$ cat src/rtl/assert_macros.svh
// Assertion macros shared by the RTL of the keyframe track sampler.
// No dependencies; simulation builds get the checks, synthesis gets empty text.
`ifndef ASSERT_MACROS_SVH
`define ASSERT_MACROS_SVH
`ifndef SYNTHESIS
`define KTS_ASSERT(label, clk, rst_n, prop) \
  label: assert property (@(posedge clk) disable iff (!rst_n) (prop)) \
    else $error("kts assertion failed");
`define KTS_ASSERT_NEXT(label, clk, rst_n, ante, cons) \
  label: assert property (@(posedge clk) disable iff (!rst_n) (ante) |=> (cons)) \
    else $error("kts assertion failed");
`else
`define KTS_ASSERT(label, clk, rst_n, prop)
`define KTS_ASSERT_NEXT(label, clk, rst_n, ante, cons)
`endif
`endif

$ cat src/rtl/kts_ram.sv
// Generic simple dual-port RAM, one write and one registered read per cycle.
// No dependencies.
module kts_ram #(
  parameter int WIDTH = 32,
  parameter int DEPTH = 64
) (
  input  logic                     clk,
  input  logic                     we,
  input  logic [$clog2(DEPTH)-1:0] waddr,
  input  logic [WIDTH-1:0]         wdata,
  input  logic [$clog2(DEPTH)-1:0] raddr,
  output logic [WIDTH-1:0]         rdata
);
  logic [WIDTH-1:0] mem [DEPTH];

  always_ff @(posedge clk) begin
    if (we) begin
      mem[waddr] <= wdata;
    end
    rdata <= mem[raddr];
  end
endmodule

$ cat config.mk
export PLATFORM = sky130hd
export DESIGN_NAME = kts_ram
export DESIGN_NICKNAME = d
export VERILOG_FILES = /design/src/rtl/assert_macros.svh /design/src/rtl/kts_ram.sv
export SDC_FILE = /design/constraint.sdc
export NUM_CORES = 2
export LEC_CHECK = 0
export BUFFER_PORTS_ARGS = -buffer_cell sky130_fd_sc_hd__buf_2
export CAP_MARGIN = 25
export CORE_UTILIZATION = 59
export DETAILED_ROUTE_END_ITERATION = 10
export GPL_TIMING_DRIVEN = 1
export PLACE_DENSITY = 0.73
export SLEW_MARGIN = 20
export SYNTH_ARGS = -nofsm -noshare
export SYNTH_HDL_FRONTEND = slang
export SYNTH_SLANG_ARGS = --single-unit
$ cat constraint.sdc
create_clock -name clk -period 6.8 [get_ports clk]
set_input_delay 1.02 -clock clk [delete_from_list [all_inputs] [get_ports clk]]
set_output_delay 1.02 -clock clk [all_outputs]
set_load 0.03 [all_outputs]
==> flow_metrics.tcl <==
set metrics [dict create \
    clock.fmax_mhz 258 \
    worst-path-max-fanout 93 \
    avgViaCountPerCell 7.01 \
    die_w_um 367 \
    synthCells 3324 \
    routed_wl_um 204000 \
    grt_pass1_wl_um 287000 \
    ys_seq_area_share_pct 79.1 \
    grt_max_degree 94 \
    crit_arrival_ps 4560 \
    multi_input_area_mm2 0.0160 \
    cts_tree "done" \
    setup_viol 0 \
    drv_slew 0 \
    start_util_pct 59.6 \
    swShare_pct 21.0 \
    syn_nets 3370 \
    grt_util_all_layers_pct 30.8 \
    r2r_setup_slack_ps 4420 \
    synth_area_mm2 0.0785 \
    synth_cell_type_count 34 \
    p_comb_share_pct 5.0 \
    drc_errors 0 \
    power_density_mw_per_mm2 301 \
    antenna_found_initial 22 \
    n_fill_cell 7942 \
    p_clk_share_pct 41.4 \
    setup_slack_ps 2920 \
    die_y_um 367 \
    seq_area_mm2 0.0621 \
    p_seq_share_pct 53.5 \
    antenna_left 0 \
    cts_buffer_depth 3 \
    grt_pass1_vias 38580 \
    worst_pin_slew_ps 1040 \
    status "complete, no violations" \
    crit_path_start_kind "input pin" \
    h-tree-depth 4 \
    critPathSlowestCell "a21oi_1" \
    ys.flop_type "edfxtp_1" \
    maxCapViolCount 0 \
    cts-hold-fix-buffers 0 \
    clkLatencyLatePin_ps 830 \
    first_iter_violations 6646 \
    place_ws_ps 2220 \
    min_period_over_period_pct 57.0 \
    clkSlewWorstSetupHoldPaths_ps 60 \
    vdd_drop_max_mv 0.281 \
    path_cells "buf_8 > buf_12 > nand3b_1 > o221ai_1 > a21oi_1 > a21oi_1 > nor2_1" \
    synthToLayoutAreaGrowth_pct 12.6 \
    wl_per_cell_um 37.3 \
    end_kind "flip-flop" \
    hp-class "in -> reg" \
    required_ps 7480 \
    coreArea_mm2 0.132 \
    path_common_cell "a21oi_1" \
    yosys_warnings 0 \
    rr_endpoint "rdata[13]" \
    fin_setup_tns_ps 0 \
    synth_edf_count 2048 \
    crit_path_max_incr_delay_ps 780 \
    p_leak_uw 0.0276 \
    ys_seq_elements 2080 \
    final_nets 3584 \
    crit_type "in -> reg" \
    crit_end "rdata[13]" \
    rsz0062_at_grt "false" \
    io_buffers 77 \
    p_sw_uw 5580 \
    cts_resized 0 \
    p_int_uw 21100 \
    drive_gt1_share_pct 29.6 \
    grt_remaining_overflow 0 \
    crit-reg2reg-launch "mem[39][13]" \
    ios 78 \
    startpoint "raddr[1]" \
    async_reset_ff_share_pct 0 \
    drt_pass1_iterations 6 \
    globalplace.congestion 0.814 \
    vias 38348 \
    relSlewSlack_pct 30.6 \
    die_area_mm2 0.135 \
    clock_sinks 2080 \
    reg2reg_depth 5 \
    cts_buffers 196 \
    placementRows 133 \
    hold_violations 0 \
    synth.avg_cell_area_um2 23.6 \
    hpwl_um 106000 \
    ctsRootBufferMaster "clkbuf_16" \
    cts_setup_buffers 0 \
    min_period_ps 3880 \
    fin_skew_ps 31.6 \
    fin_hold_ws_ps 675 \
]
-- synthesized netlist by cell type, types with 21 or more instances --
master	count	area share, %
dfxtp_1	32	0.82
a21oi_1	62	0.40
buf_1	21	0.10
mux2i_1	93	1.2
o221ai_1	27	0.30
clkbuf_1	74	0.35
edfxtp_1	2048	78
mux4_2	544	16
buf_2	57	0.36
nor2_1	137	0.65
nand2_1	26	0.12
buf_4	25	0.24
o22ai_1	84	0.67
-- critical path: cells and delay by family --
| kind | cells | cell delay [ps] |
|---|---|---|
| AO/OA/AOI/OAI | 3 | 1440 |
| buffers and inverters | 2 | 1090 |
| AND/OR/NAND/NOR | 2 | 680 |
-- per-stage QoR --
stage,area (um^2),power (uW),utilization [%],instances
2_1_floorplan,78500,15200,-,3324
3_3_place_gp,81700,15800,62.0,5087
3_5_place_dp,81800,15900,62.1,5093
4_1_cts,88300,26700,67.0,5462
5_1_grt,88400,27200,67.1,5465
6_report,88400,26600,67.1,5471
-- routing by layer --
layer / track usage [%] / part of all wire [%] / up-vias
met5: 0 / 0.044 / -
met1: 43.4 / 36 / 20482
li1: - / - / 14680
met3: 8.23 / 13 / 391
met2: 47.8 / 48 / 2781
met4: 9.94 / 3.2 / 14
-- cells by family (layout without fill, tap and decap cells) --
group                  after synthesis  in the layout  share of synthesized area [%]
buffers and inverters              182            567                           1.13
AND/OR/NAND/NOR                    223            223                           1.27
AO/OA/AOI/OAI                      202            202                           1.67
other                                0              7                              0
flip-flops                        2080           2080                           79.1
multiplexers                       637            637                           16.8
-- layout by cell type, fill, tap and decap left out, types with 3 or more instances in the layout --
cell        count
nor2b_1        14
nor2_1         75
clkinv_8        3
nand2b_1        6
nor3_1          5
a22oi_1        12
clkinv_2       28
a41o_1          4
o32ai_1         4
clkinv_1       26
nand2_1        26
mux2i_1        93
nand3b_1        5
buf_8           6
o22ai_1        84
clkbuf_8       22
inv_6           5
a21oi_1        62
buf_2          53
clkbuf_16     202
nor2_4         62
buf_12         14
edfxtp_1     2048
dfxtp_1        32
nand3_1         5
diode_2         7
or3_1           3
clkinvlp_4      3
bufinv_16      18
or3b_2          3
and3_1          4
a311oi_1        8
mux4_2        544
buf_4         124
o221ai_1       27
clkbuf_1       60
-- state kept, by name, indices dropped and copies added, names as in the netlist --
register / flops
mem: 2048
rdata: 32
-- power groups by stage --
stage / Combinational, uW / Sequential [uW] / Clock (uW)
after floorplan: 690 / 14500 / 0
after global placement: 1280 / 14500 / 0
after detailed placement: 1330 / 14500 / 0
after CTS: 1340 / 14300 / 11100
after global routing: 1400 / 14300 / 11600
final: 1350 / 14300 / 11000
-- layout make-up --
cell class	instances	share of cell area [%]
Antenna cell	7	0.0198
Clock buffer	284	6.31
Clock inverter	85	1.06
Multi-Input combinational cell	1062	18.1
Sequential cell	2080	70.3
Tap cell	1755	2.48
Timing Repair Buffer	198	1.78
-- worst min path at each step --
stage	end	cells past startpoint	slack, ps	start
after floorplan	rdata[17]	4	660	mem[12][17]
after global placement	rdata[4]	4	720	mem[12][4]
after detailed placement	rdata[8]	4	730	mem[12][8]
after CTS	mem[9][1]	1	680	wdata[1]
after global routing	mem[8][4]	1	670	wdata[4]
final	mem[40][4]	1	680	wdata[4]
Note: power is estimated with default switching activity, not from simulation.
